--- src/rtl/dtq_pkg.sv ---
package dtq_pkg;

  // Default sizes
  localparam int unsigned DEF_CAPACITY    = 32;
  localparam int unsigned DEF_TIME_BITS   = 48;
  localparam int unsigned DEF_HANDLE_BITS = 16;
  localparam int unsigned DEF_MAX_RETRY   = 1024;

  // Fixed field widths
  localparam int unsigned DELAY_BITS  = 32;
  localparam int unsigned SEQ_BITS    = 10;  // bump sequence runs modulo 1024
  localparam int unsigned ACTION_BITS = 2;
  localparam int unsigned STATUS_BITS = 2;

  // Request actions
  localparam logic [ACTION_BITS-1:0] ACT_INSERT = 2'd0;
  localparam logic [ACTION_BITS-1:0] ACT_TICK   = 2'd1;
  localparam logic [ACTION_BITS-1:0] ACT_FLUSH  = 2'd2;

  // Result status codes
  localparam logic [STATUS_BITS-1:0] STAT_OK    = 2'd0;
  localparam logic [STATUS_BITS-1:0] STAT_FULL  = 2'd1;
  localparam logic [STATUS_BITS-1:0] STAT_RETRY = 2'd2;

  // Result kinds
  localparam logic KIND_STATUS = 1'b0;
  localparam logic KIND_FIRED  = 1'b1;

endpackage

--- src/rtl/deadline_timer_queue.sv ---
// Insert: accept, a duplicate scan over the n held entries (cut short and restarted after
//   each collision bump), a shift walking back from the tail into place, then the status;
//   a full store goes from the accept, and a scan out of retries, straight to the status.
// Tick/flush: accept and setup, then one fired entry per cycle while the output accepts results.
// One request in flight at a time; s_axis_tready is high only when the sequencer is idle.
// Reset (rst_ni low, async) empties the queue and zeroes the bump sequence; memory not cleared.
module deadline_timer_queue #(
  parameter int unsigned CAPACITY    = dtq_pkg::DEF_CAPACITY,
  parameter int unsigned TIME_BITS   = dtq_pkg::DEF_TIME_BITS,
  parameter int unsigned HANDLE_BITS = dtq_pkg::DEF_HANDLE_BITS,
  parameter int unsigned MAX_RETRY   = dtq_pkg::DEF_MAX_RETRY,
  // derived widths
  parameter int unsigned IN_W  = ((TIME_BITS + dtq_pkg::DELAY_BITS + HANDLE_BITS + 7) / 8) * 8,
  parameter int unsigned OUT_W = ((HANDLE_BITS + TIME_BITS + dtq_pkg::STATUS_BITS + 7) / 8) * 8
) (
  input  logic                               clk_i,
  input  logic                               rst_ni,
  // request channel
  input  logic                               s_axis_tvalid,
  output logic                               s_axis_tready,
  input  logic [IN_W-1:0]                    s_axis_tdata,  // now_time, delay_us, handle
  input  logic [dtq_pkg::ACTION_BITS-1:0]    s_axis_tuser,  // action
  // result channel
  output logic                               m_axis_tvalid,
  input  logic                               m_axis_tready,
  output logic [OUT_W-1:0]                   m_axis_tdata,  // fired_handle, deadline, status
  output logic                               m_axis_tuser,  // kind
  output logic                               m_axis_tlast   // last result of the request
);

  localparam int unsigned AW = (CAPACITY > 1) ? $clog2(CAPACITY) : 1;  // memory address
  localparam int unsigned CW = $clog2(CAPACITY + 1);                     // 0..CAPACITY
  localparam int unsigned RW = $clog2(MAX_RETRY + 1);
  localparam logic [CW:0]   CAP_W   = (CW+1)'(CAPACITY);
  localparam logic [CW-1:0] CAP_CNT = CW'(CAPACITY);
  localparam logic [RW-1:0] RETRY_LIMIT = RW'(MAX_RETRY);

  typedef enum logic [2:0] {
    ST_IDLE,    // waiting for a request
    ST_SCAN,    // duplicate deadline scan
    ST_SHIFT,   // walk back from the tail, opening a slot
    ST_EXPIRE,  // emit due entries from the head
    ST_RESP     // present the insert status
  } state_e;

  // Head-relative index to physical slot of the ring
  function automatic logic [AW-1:0] wrap_addr(logic [AW-1:0] base, logic [CW-1:0] off);
    logic [CW:0] s;
    s = (CW+1)'(base) + (CW+1)'(off);
    if (s >= CAP_W) s = s - CAP_W;
    return s[AW-1:0];
  endfunction

  // Request fields
  logic [TIME_BITS-1:0]            in_now;
  logic [dtq_pkg::DELAY_BITS-1:0]  in_delay;
  logic [HANDLE_BITS-1:0]          in_handle;
  assign in_now    = s_axis_tdata[TIME_BITS-1:0];
  assign in_delay  = s_axis_tdata[TIME_BITS +: dtq_pkg::DELAY_BITS];
  assign in_handle = s_axis_tdata[TIME_BITS + dtq_pkg::DELAY_BITS +: HANDLE_BITS];

  state_e                        state_q, state_d;
  logic [CW-1:0]                 count_q, count_d;
  logic [AW-1:0]                 head_q, head_d;
  logic [dtq_pkg::SEQ_BITS-1:0]  bump_q, bump_d;
  logic [RW-1:0]                 retry_q, retry_d;
  logic [CW-1:0]                 idx_q, idx_d;
  logic                          all_q, all_d;      // flush: every entry is due
  logic [TIME_BITS-1:0]          now_q, now_d;
  logic [TIME_BITS-1:0]          dl_q, dl_d;        // deadline being inserted
  logic [HANDLE_BITS-1:0]        hd_q, hd_d;
  logic [dtq_pkg::STATUS_BITS-1:0] stat_q, stat_d;
  logic                          pend_vld_q, pend_vld_d;  // fired entry held for last flag
  logic [TIME_BITS-1:0]          pend_dl_q, pend_dl_d;
  logic [HANDLE_BITS-1:0]        pend_hd_q, pend_hd_d;
  logic                          out_vld_q, out_vld_d;
  logic [OUT_W-1:0]              out_data_q, out_data_d;
  logic                          out_kind_q, out_kind_d;
  logic                          out_last_q, out_last_d;

  // Entry memory, one write and one registered read port
  logic [TIME_BITS-1:0]   dl_mem [CAPACITY];
  logic [HANDLE_BITS-1:0] hd_mem [CAPACITY];
  logic [TIME_BITS-1:0]   rd_dl_q;
  logic [HANDLE_BITS-1:0] rd_hd_q;
  logic [CW-1:0]          rd_idx;
  logic [AW-1:0]          rd_addr;
  logic                   wr_en;
  logic [AW-1:0]          wr_addr;
  logic [TIME_BITS-1:0]   wr_dl;
  logic [HANDLE_BITS-1:0] wr_hd;

  // Shared deadline adder: now + delay on accept, deadline + bump on collision
  logic [TIME_BITS-1:0] add_a, add_b, add_sum;
  assign add_a   = (state_q == ST_IDLE) ? in_now : dl_q;
  assign add_b   = (state_q == ST_IDLE) ? TIME_BITS'(in_delay) : TIME_BITS'(bump_q);
  assign add_sum = add_a + add_b;

  logic out_free;
  logic due;
  assign out_free = !out_vld_q || m_axis_tready;
  assign due      = (idx_q != count_q) && (all_q || (rd_dl_q <= now_q));

  always_comb begin
    state_d    = state_q;
    count_d    = count_q;
    head_d     = head_q;
    bump_d     = bump_q;
    retry_d    = retry_q;
    idx_d      = idx_q;
    all_d      = all_q;
    now_d      = now_q;
    dl_d       = dl_q;
    hd_d       = hd_q;
    stat_d     = stat_q;
    pend_vld_d = pend_vld_q;
    pend_dl_d  = pend_dl_q;
    pend_hd_d  = pend_hd_q;
    out_vld_d  = out_vld_q && !m_axis_tready;
    out_data_d = out_data_q;
    out_kind_d = out_kind_q;
    out_last_d = out_last_q;
    wr_en      = 1'b0;
    wr_addr    = wrap_addr(head_q, idx_q);
    wr_dl      = dl_q;
    wr_hd      = hd_q;

    case (state_q)
      ST_IDLE: begin
        if (s_axis_tvalid) begin
          now_d = in_now;
          hd_d  = in_handle;
          idx_d = '0;
          case (s_axis_tuser)
            dtq_pkg::ACT_INSERT: begin
              dl_d    = add_sum;
              retry_d = '0;
              if (count_q == CAP_CNT) begin
                stat_d  = dtq_pkg::STAT_FULL;
                state_d = ST_RESP;
              end else begin
                stat_d  = dtq_pkg::STAT_OK;
                state_d = ST_SCAN;
              end
            end
            dtq_pkg::ACT_TICK, dtq_pkg::ACT_FLUSH: begin
              all_d      = (s_axis_tuser == dtq_pkg::ACT_FLUSH);
              pend_vld_d = 1'b0;
              state_d    = ST_EXPIRE;
            end
            default: ;  // unused code, dropped
          endcase
        end
      end

      ST_SCAN: begin
        // rd_dl_q holds entry idx_q
        if (idx_q == count_q) begin
          state_d = ST_SHIFT;
        end else if (rd_dl_q == dl_q) begin
          if (retry_q == RETRY_LIMIT) begin
            stat_d  = dtq_pkg::STAT_RETRY;
            state_d = ST_RESP;
          end else begin
            dl_d    = add_sum;
            bump_d  = bump_q + 1'b1;
            retry_d = retry_q + 1'b1;
            idx_d   = '0;
          end
        end else begin
          idx_d = idx_q + 1'b1;
        end
      end

      ST_SHIFT: begin
        // idx_q is the open slot, rd_dl_q holds the entry just below it
        wr_en = 1'b1;
        if ((idx_q != '0) && (rd_dl_q > dl_q)) begin
          wr_dl = rd_dl_q;
          wr_hd = rd_hd_q;
          idx_d = idx_q - 1'b1;
        end else begin
          count_d = count_q + 1'b1;
          state_d = ST_RESP;
        end
      end

      ST_EXPIRE: begin
        if (!pend_vld_q) begin
          if (due) begin
            pend_vld_d = 1'b1;
            pend_dl_d  = rd_dl_q;
            pend_hd_d  = rd_hd_q;
            idx_d      = idx_q + 1'b1;
          end else begin
            state_d = ST_IDLE;
          end
        end else if (out_free) begin
          out_vld_d  = 1'b1;
          out_kind_d = dtq_pkg::KIND_FIRED;
          out_last_d = !due;
          out_data_d = OUT_W'({dtq_pkg::STAT_OK, pend_dl_q, pend_hd_q});
          if (due) begin
            pend_dl_d = rd_dl_q;
            pend_hd_d = rd_hd_q;
            idx_d     = idx_q + 1'b1;
          end else begin
            // entries 0 .. idx_q-1 are gone
            pend_vld_d = 1'b0;
            head_d     = wrap_addr(head_q, idx_q);
            count_d    = count_q - idx_q;
            state_d    = ST_IDLE;
          end
        end
      end

      ST_RESP: begin
        if (out_free) begin
          out_vld_d  = 1'b1;
          out_kind_d = dtq_pkg::KIND_STATUS;
          out_last_d = 1'b1;
          out_data_d = OUT_W'({stat_q, dl_q, hd_q});
          state_d    = ST_IDLE;
        end
      end

      default: state_d = ST_IDLE;
    endcase
  end

  // Read one entry ahead: the data for idx_d (the entry below it while shifting) is in rd_*_q next cycle
  always_comb begin
    if (state_d == ST_SHIFT) begin
      rd_idx = (idx_d == '0) ? '0 : idx_d - 1'b1;
    end else begin
      rd_idx = idx_d;
    end
  end
  assign rd_addr = wrap_addr(head_q, rd_idx);

  always_ff @(posedge clk_i) begin
    if (wr_en) begin
      dl_mem[wr_addr] <= wr_dl;
      hd_mem[wr_addr] <= wr_hd;
    end
    rd_dl_q <= dl_mem[rd_addr];
    rd_hd_q <= hd_mem[rd_addr];
  end

  always_ff @(posedge clk_i or negedge rst_ni) begin
    if (!rst_ni) begin
      state_q    <= ST_IDLE;
      count_q    <= '0;
      head_q     <= '0;
      bump_q     <= '0;
      retry_q    <= '0;
      idx_q      <= '0;
      all_q      <= 1'b0;
      pend_vld_q <= 1'b0;
      out_vld_q  <= 1'b0;
    end else begin
      state_q    <= state_d;
      count_q    <= count_d;
      head_q     <= head_d;
      bump_q     <= bump_d;
      retry_q    <= retry_d;
      idx_q      <= idx_d;
      all_q      <= all_d;
      pend_vld_q <= pend_vld_d;
      out_vld_q  <= out_vld_d;
      now_q      <= now_d;
      dl_q       <= dl_d;
      hd_q       <= hd_d;
      stat_q     <= stat_d;
      pend_dl_q  <= pend_dl_d;
      pend_hd_q  <= pend_hd_d;
      out_data_q <= out_data_d;
      out_kind_q <= out_kind_d;
      out_last_q <= out_last_d;
    end
  end

  assign s_axis_tready = (state_q == ST_IDLE);
  assign m_axis_tvalid = out_vld_q;
  assign m_axis_tdata  = out_data_q;
  assign m_axis_tuser  = out_kind_q;
  assign m_axis_tlast  = out_last_q;

endmodule

--- config.mk ---
export PLATFORM = sky130hd
export DESIGN_NAME = deadline_timer_queue
export DESIGN_NICKNAME = d
export VERILOG_FILES = /design/src/rtl/dtq_pkg.sv /design/src/rtl/deadline_timer_queue.sv
export SDC_FILE = /design/constraint.sdc
export NUM_CORES = 2
export LEC_CHECK = 0
export ABC_AREA = 1
export BUFFER_PORTS_ARGS = -buffer_cell sky130_fd_sc_hd__buf_2
export CAP_MARGIN = 20
export CORE_MARGIN = 2
export CORE_UTILIZATION = 43
export DETAILED_ROUTE_END_ITERATION = 16
export PLACE_DENSITY = 0.7
export SKIP_CTS_REPAIR_TIMING = 1
export SYNTH_ARGS = -nofsm -noshare
export SYNTH_HDL_FRONTEND = slang
export SYNTH_SLANG_ARGS = --single-unit
--- constraint.sdc ---
create_clock -name clk_i -period 15.5 [get_ports clk_i]
set_input_delay 1.55 -clock clk_i [delete_from_list [all_inputs] [get_ports clk_i]]
set_output_delay 1.55 -clock clk_i [all_outputs]
set_load 0.01 [all_outputs]
**Word level (Yosys, flattened, before mapping)**

Memories as Yosys holds them, arrays and structs flattened. A register that Yosys moved wholly into a read port is not among the register bits.
Cells that the tools add are included.

- Eq/ne operators: 25
- $add $sub $neg: 12
- Magnitude comparators: 4
- Bitwise gates (word level): 3
- Multiplexer cells: 84
- Reductions and logical operators: 28

Operator list:

| cell | count |
|---|---|
| 48-bit two-way mux | 11 |
| 72-bit two-way mux | 3 |
| 72-bit one-hot mux with 2 select lines | 1 |
| 48-bit one-hot mux with 2 select lines | 1 |
| 6-bit two-way mux | 14 |
| 16-bit two-way mux | 5 |
| 11-bit two-way mux | 5 |
| 48-bit by 32-bit adder with 48-bit output | 1 |
| 48-bit equality test | 1 |
| 48-bit greater-than comparator | 1 |
| 48-bit <= comparator | 1 |
| 32-bit two-way mux | 1 |
| 3-bit two-way mux | 10 |
| 6-bit one-hot mux with 4 select lines | 1 |
| 11-bit one-hot mux with 2 select lines | 1 |
| 2-bit != test (second input constant) | 10 |
| 1-bit two-way mux | 16 |
| 3-bit one-hot mux with 5 select lines | 1 |
| 5-bit by 6-bit adder with 7-bit output | 2 |
| 7-bit by 6-bit greater-or-equal comparator with 1-bit output (second input constant) | 2 |
| 7-bit AND reduction | 2 |
| 6-bit by 1-bit adder with 6-bit output (second input constant) | 2 |
| 6-bit one-hot mux with 2 select lines | 1 |
| 3-bit AND reduction | 4 |
| 33 further kinds | 59 |

- Output and inout port bits: 76
- Word-level logic and storage cells: 176
- Memory bits (writable): 2048
- Input port bits: 102
- Memories: 2
- Bits in registers: 296

Memories:

| name | depth | bits a word | read ports | clocked after Yosys merged registers in | write ports | RTL line | text |
|---|---|---|---|---|---|---|---|
| dl_mem | 32 | 48 | 1 | 1 | 1 | deadline_timer_queue.sv:82 | `logic [TIME_BITS-1:0] dl_mem [CAPACITY];` |
| hd_mem | 32 | 16 | 1 | 1 | 1 | deadline_timer_queue.sv:83 | `logic [HANDLE_BITS-1:0] hd_mem [CAPACITY];` |

**Depth between registers and ports, before layout**

- Depth after elaboration: 13
- Depth in mapped cells: 42
- Mapped depth without buffers: 39

**Worst setup path after synthesis**

No wires, ideal clock.

- Kind: input -> register
- Start: input m_axis_tready
- End: register out_data_q[0] (netlist: m_axis_tdata[0]), enable pin
- Library setup time: 0.517 ns
- Arrival: 5.078 ns
- Buffers on the path: 0
- Required time: 14.983 ns
- Setup slack: 9.906 ns
- Cell stages on the path: 4
- Path through: nor2_1 inv_1 o211ai_1 a21oi_1

- Cells in the longest elaborated chain, start to end: 3
- Elaborated cells on any way between the ends: 4
- Those cells by class: 2 x eq/ne; 2 x reduce/logical

Ends and longest elaborated chain:

| element | RTL line | text |
|---|---|---|
| from (decl) | deadline_timer_queue.sv:25 | `input logic m_axis_tready,` |
| 1-bit logical OR (*) | deadline_timer_queue.sv:101 | `assign out_free = !out_vld_q \|\| m_axis_tready;` |
| 2-bit != test (no source line) | n/a |  |
| 5-bit AND reduction (no source line) (*) | n/a |  |
| to (signal assigned) | deadline_timer_queue.sv:277 | `out_data_q <= out_data_d;` |
| to (decl) | deadline_timer_queue.sv:77 | `logic [OUT_W-1:0] out_data_q, out_data_d;` |

Mark *: on every way between the ends. The rest lies on a longest branch, timed or not.
A chain may end at the register's enable or synchronous reset.

**Worst setup path in the final report**

- Start: register rd_dl_q[33] (read register of dl_mem)
- End: register rd_dl_q[23] (read register of dl_mem)

- Cells in the longest elaborated chain, start to end: 13
- Elaborated cells on any way between the ends: 29
- Those cells by class: 3 x add/sub; 3 x order compare; 2 x eq/ne; 17 x mux; 4 x reduce/logical

Ends and longest elaborated chain:

| element | RTL line | text |
|---|---|---|
| from (decl) | deadline_timer_queue.sv:84 | `logic [TIME_BITS-1:0] rd_dl_q;` |
| 48-bit <= comparator | deadline_timer_queue.sv:102 | `assign due = (idx_q != count_q) && (all_q \|\| (rd_dl_q <= now_q));` |
| 1-bit logical OR | deadline_timer_queue.sv:102 |  |
| 1-bit logical AND | deadline_timer_queue.sv:102 |  |
| 6-bit two-way mux | deadline_timer_queue.sv:190, deadline_timer_queue.sv:203 |  |
| 6-bit two-way mux | deadline_timer_queue.sv:198 | `end else if (out_free) begin` |
| 6-bit two-way mux | deadline_timer_queue.sv:189 | `if (!pend_vld_q) begin` |
| 6-bit one-hot mux with 4 select lines (*) | deadline_timer_queue.sv:128 | `case (state_q)` |
| via idx_d[0] | deadline_timer_queue.sv:67 | `logic [CW-1:0] idx_q, idx_d;` |
| 6-bit by 1-bit subtractor with 6-bit output / 6-bit zero test (equally long branches) | deadline_timer_queue.sv:234 | `rd_idx = (idx_d == '0) ? '0 : idx_d - 1'b1;` |
| 6-bit two-way mux | deadline_timer_queue.sv:234 |  |
| 6-bit two-way mux (*) | deadline_timer_queue.sv:233 | `if (state_d == ST_SHIFT) begin` |
| 5-bit by 6-bit adder with 7-bit output (*) | deadline_timer_queue.sv:49 | `s = (CW+1)'(base) + (CW+1)'(off);` |
| 7-bit by 6-bit greater-or-equal comparator with 1-bit output / 5-bit by 1-bit subtractor with 5-bit output (equally long branches) | deadline_timer_queue.sv:50 | `if (s >= CAP_W) s = s - CAP_W;` |
| 5-bit two-way mux (*) | deadline_timer_queue.sv:50 |  |

Mark *: on every way through the listed nets, which the timed path passes. The rest lies on a longest branch.

==> results.txt <==
- The run finished with clean final reports.
- The mapped netlist covers 98890 um2.
- Data required time of the critical path: 16.28 ns
- Summed over all instances, the cell type with the most area after synthesis is edfxtp_1.
- Unrepaired setup endpoints after global routing: no
* Area of combinational cells with multiple inputs: about 25000 um2
- Type of origin of the critical path: flip-flop
* Reg-to-reg endpoint: rd_dl_q[23]$_DFF_P_
- Core ar.: approximately 230000 um2
* Worst Hold Endpoint: pend_hd_q[14]$_DFFE_PP_
- Total grt overflow: 0
* HPWL reported at the end of detailed placement: approximately 150 mm
- Detail-routed via count per cell: ~6
* Clock latency reported for the late side of the worst-skew pair: around 0.89 ns
- Via count of the first global-routing pass: roughly 64000
- Together, buffers and inverters on the worst path number 7.
* Starting density of the core: 0.4314
* Least-Margin Pin Slew: around 1.2 ns
- The startpoint identified for the worst hold timing path is rd_hd_q[14]$_DFF_P_.
- After layout, the minimum clock period comes to 8.636 ns.
- The count of buffers added on input and output ports is ~170.
- In the post-synthesis netlist, the cell with the most instances is edfxtp_1.
- Fill cell instance count of the final layout: roughly 19000
- Upper clock frequency limit: 0.1158 GHz
- Slowest cell delay on critical path: roughly 0.75 ns
- Vias: about 67000
* Global-route wire length before repair: 414.5 mm
* Register-to-Register Setup Slack: about 6.9 ns
* Commonest cells post-synth: edfxtp_1 (2294), o21ai_0 (1257), nor2_1 (1176)
* DIE AREA: 233800 um2
- The number of different library cells used by synthesis comes to 57.
- At the end of routability-driven placement, the weighted congestion stood at just under 0.9.
* Synthesized netlist cell count: slightly below 8000
- Residual antenna-violating net count after detailed routing: 0
* Count of synthesis-stage warnings from yosys: 0
* Worst rel slew slack: 0.1757
- For the final database, setup skew stands at 0.07710 ns.
- The cell that appears most often on the critical path is nand2_1.
* Final hold viol count: 0
- First-pass iteration count of the detailed router: 6
- For the final routed database, the setup TNS stands at 0 ns.
- CTS tree: done
- Type of the most critical hold path: flip-flop to flip-flop
- Counting cells, the worst reg-to-reg path comes to 35.
- Drt wl/cell: between 20 and 30 um
- The die is just under 500 um wide.
* Clk pin slew, worst setup/hold paths: ~0.06 ns
- Across the run, the number of max-cap violations was 0.
* Post-synth top area share: 0.6966
- In this run, synthesis inferred 2294 flip-flops with an integrated enable.
- In this run the worst path has a maximum fanout of 78.
* IO Count: 178
* Number of antenna violations at the first check in global routing: 9
- The critical path crosses 35 cells after its start point.
- The slowest stage of the critical path is the dfxtp_1 cell.
- Of the synthesized area, sequential elements account for 0.7207.
* Synth top area cells: edfxtp_1 (70%), o21ai_0 (6.4%), nor2_1 (4.5%)
* Predominant post-synthesis flop cell: edfxtp_1
- Critical Path End Type: flip-flop
- After detailed routing, the number of remaining DRC violations is 0.
- Max Root-Sink Buffers: 3
- In the finished design, the share of the clock period the worst path needs comes to 0.5572.
- Crit. Startpoint: rd_dl_q[33]$_DFF_P_
* Number of sinks handled by clock tree synthesis: approximately 2400
- In this run the number of H-tree levels came out at 4.
- The root buffer cell chosen for the clock tree is clkbuf_16.
- The number of clock buffers added by TritonCTS is roughly 220.
* Largest delay contributor family on the critical path: buffers and inverters
* Number of cells on the worst hold path: 0
- For this block, the initial DRC count from the detailed router was 9353.
- Averaged over all synthesized cells, the footprint is approximately 13 um2.
* Critical path start-end classification: flip-flop to flip-flop
* Reg area: a little over 70000 um2
* Pin count of the biggest net entering global routing: roughly 230
- The number of pins exceeding their max-slew limit in the final report was 0.
* Die H: roughly 480 um
- Counting flops and latches in the post-synthesis netlist gives between 2000 and 2500.
- Launch point of the worst reg-to-reg path: rd_dl_q[33]$_DFF_P_
- Row cnt: roughly 180
- Total setup violations reported at the end of the flow: 0
* Fraction of final layout cells with drive strength greater than 1: 0.1124
* Post-detailed-routing wire length: between 200 and 300 mm
* Final Net Count: around 8100
- For this run, asynchronously set or reset flops after synthesis account for 0.01832.
- Across every metal layer, demand over resource in global routing totals 0.2354.
- Arrival time of data at the critical path endpoint: 9.42 ns
* Syn-to-layout area delta: 12.39%
[worst max-delay path by stage]
stage	end	slack, ns
2_1_floorplan	m_axis_tdata[0]$_DFFE_PP_	9.91
3_3_place_gp	rd_dl_q[23]$_DFF_P_	7.06
3_5_place_dp	rd_dl_q[23]$_DFF_P_	6.92
4_1_cts	rd_dl_q[23]$_DFF_P_	7.01
5_1_grt	rd_dl_q[23]$_DFF_P_	6.36
6_report	rd_dl_q[23]$_DFF_P_	6.86
[per-stage QoR]
stage	hold WS [ns]	std cells	utilization	area [um2]	setup slack (ns)
3_5_place_dp	0.4147	10650	0.4515	103500	6.917
6_report	0.4321	11070	0.4848	111100	6.864
4_1_cts	0.4292	11050	0.4836	110900	7.007
3_3_place_gp	0.4129	10630	0.4506	103300	7.061
5_1_grt	0.4473	11070	0.4848	111100	6.358
2_1_floorplan	0.4044	7786	-	98910	9.906
[state kept, by name, indices dropped and copies added, names as in the netlist, 2 cells and up]
register and cells:
state_q 3, rd_dl_q 48, hd_mem 512, pend_hd_q 16
pend_dl_q 48, head_q 5, bump_q 10, dl_mem 1536
idx_q 6, count_q 6, now_q 48, retry_q 11
stat_q 2, dl_q 48, m_axis_tdata 66, rd_hd_q 16
hd_q 16
[cell type report]
class	instances	area share
timing repair buffer	352	0.02282
tap	3026	0.03407
inverter	333	0.01149
clock inverter	118	0.01293
antenna	3	0.00006754
sequential	2402	0.6412
multi-input combinational	4551	0.2240
clock buffer	289	0.05338
[worst register-to-register path: cells and delay by family (launching register included)]
| family | cells | cell delay [ns] |
|---|---|---|
| AO/OA/AOI/OAI | 8 | 1.67 |
| adder cells (fa/ha/maj) | 3 | 1.30 |
| buffers and inverters | 7 | 3.12 |
| flip-flops | 1 | 0.75 |
| AND/OR/NAND/NOR | 17 | 1.68 |
[metal layers]
metal  vias to the layer above  global-route usage  routed length [um]
met3                       694             0.04346               33580
met4                         4             0.09320               11420
met1                     32940              0.3213              108000
li1                      28860                   -                   -
met5                         -                   0                  18
met2                      4126              0.3737              130300
[placed cells by master (no fill, tap or decap), drive strengths merged, types with 15 or more instances in the layout]
cell    count
dfrtp      44
nand3     169
xor2       60
bufinv     25
a31oi      42
dfxtp      64
clkinv     83
o221ai    260
o21ai    1262
nand2     677
a221o      31
edfxtp   2294
nor3       23
a221oi     26
clkbuf    289
inv       335
o211ai     62
buf       352
ha        153
nor2     1185
a21oi     311
nand4      25
a21o       15
xnor2      16
o22ai     198
[logic make-up (layout without fill, tap and decap cells)]
| kind of cell | Yosys count | count (layout) | synth area share |
|---|---|---|---|
| AO/OA/AOI/OAI | 2222 | 2222 | 0.1303 |
| multiplexers | 1 | 1 | 0.0001139 |
| adder cells (fa/ha/maj) | 157 | 157 | 0.02017 |
| AND/OR/NAND/NOR | 2089 | 2089 | 0.08799 |
| flip-flops | 2402 | 2402 | 0.7207 |
| buffers and inverters | 833 | 1092 | 0.03388 |
| other | 1 | 9 | 0.00003792 |
| XOR/XNOR | 76 | 76 | 0.006807 |
Power is left out: the tool's default activity adds up to more than one toggle a clock period on the data nets, which glitch-free logic cannot reach.
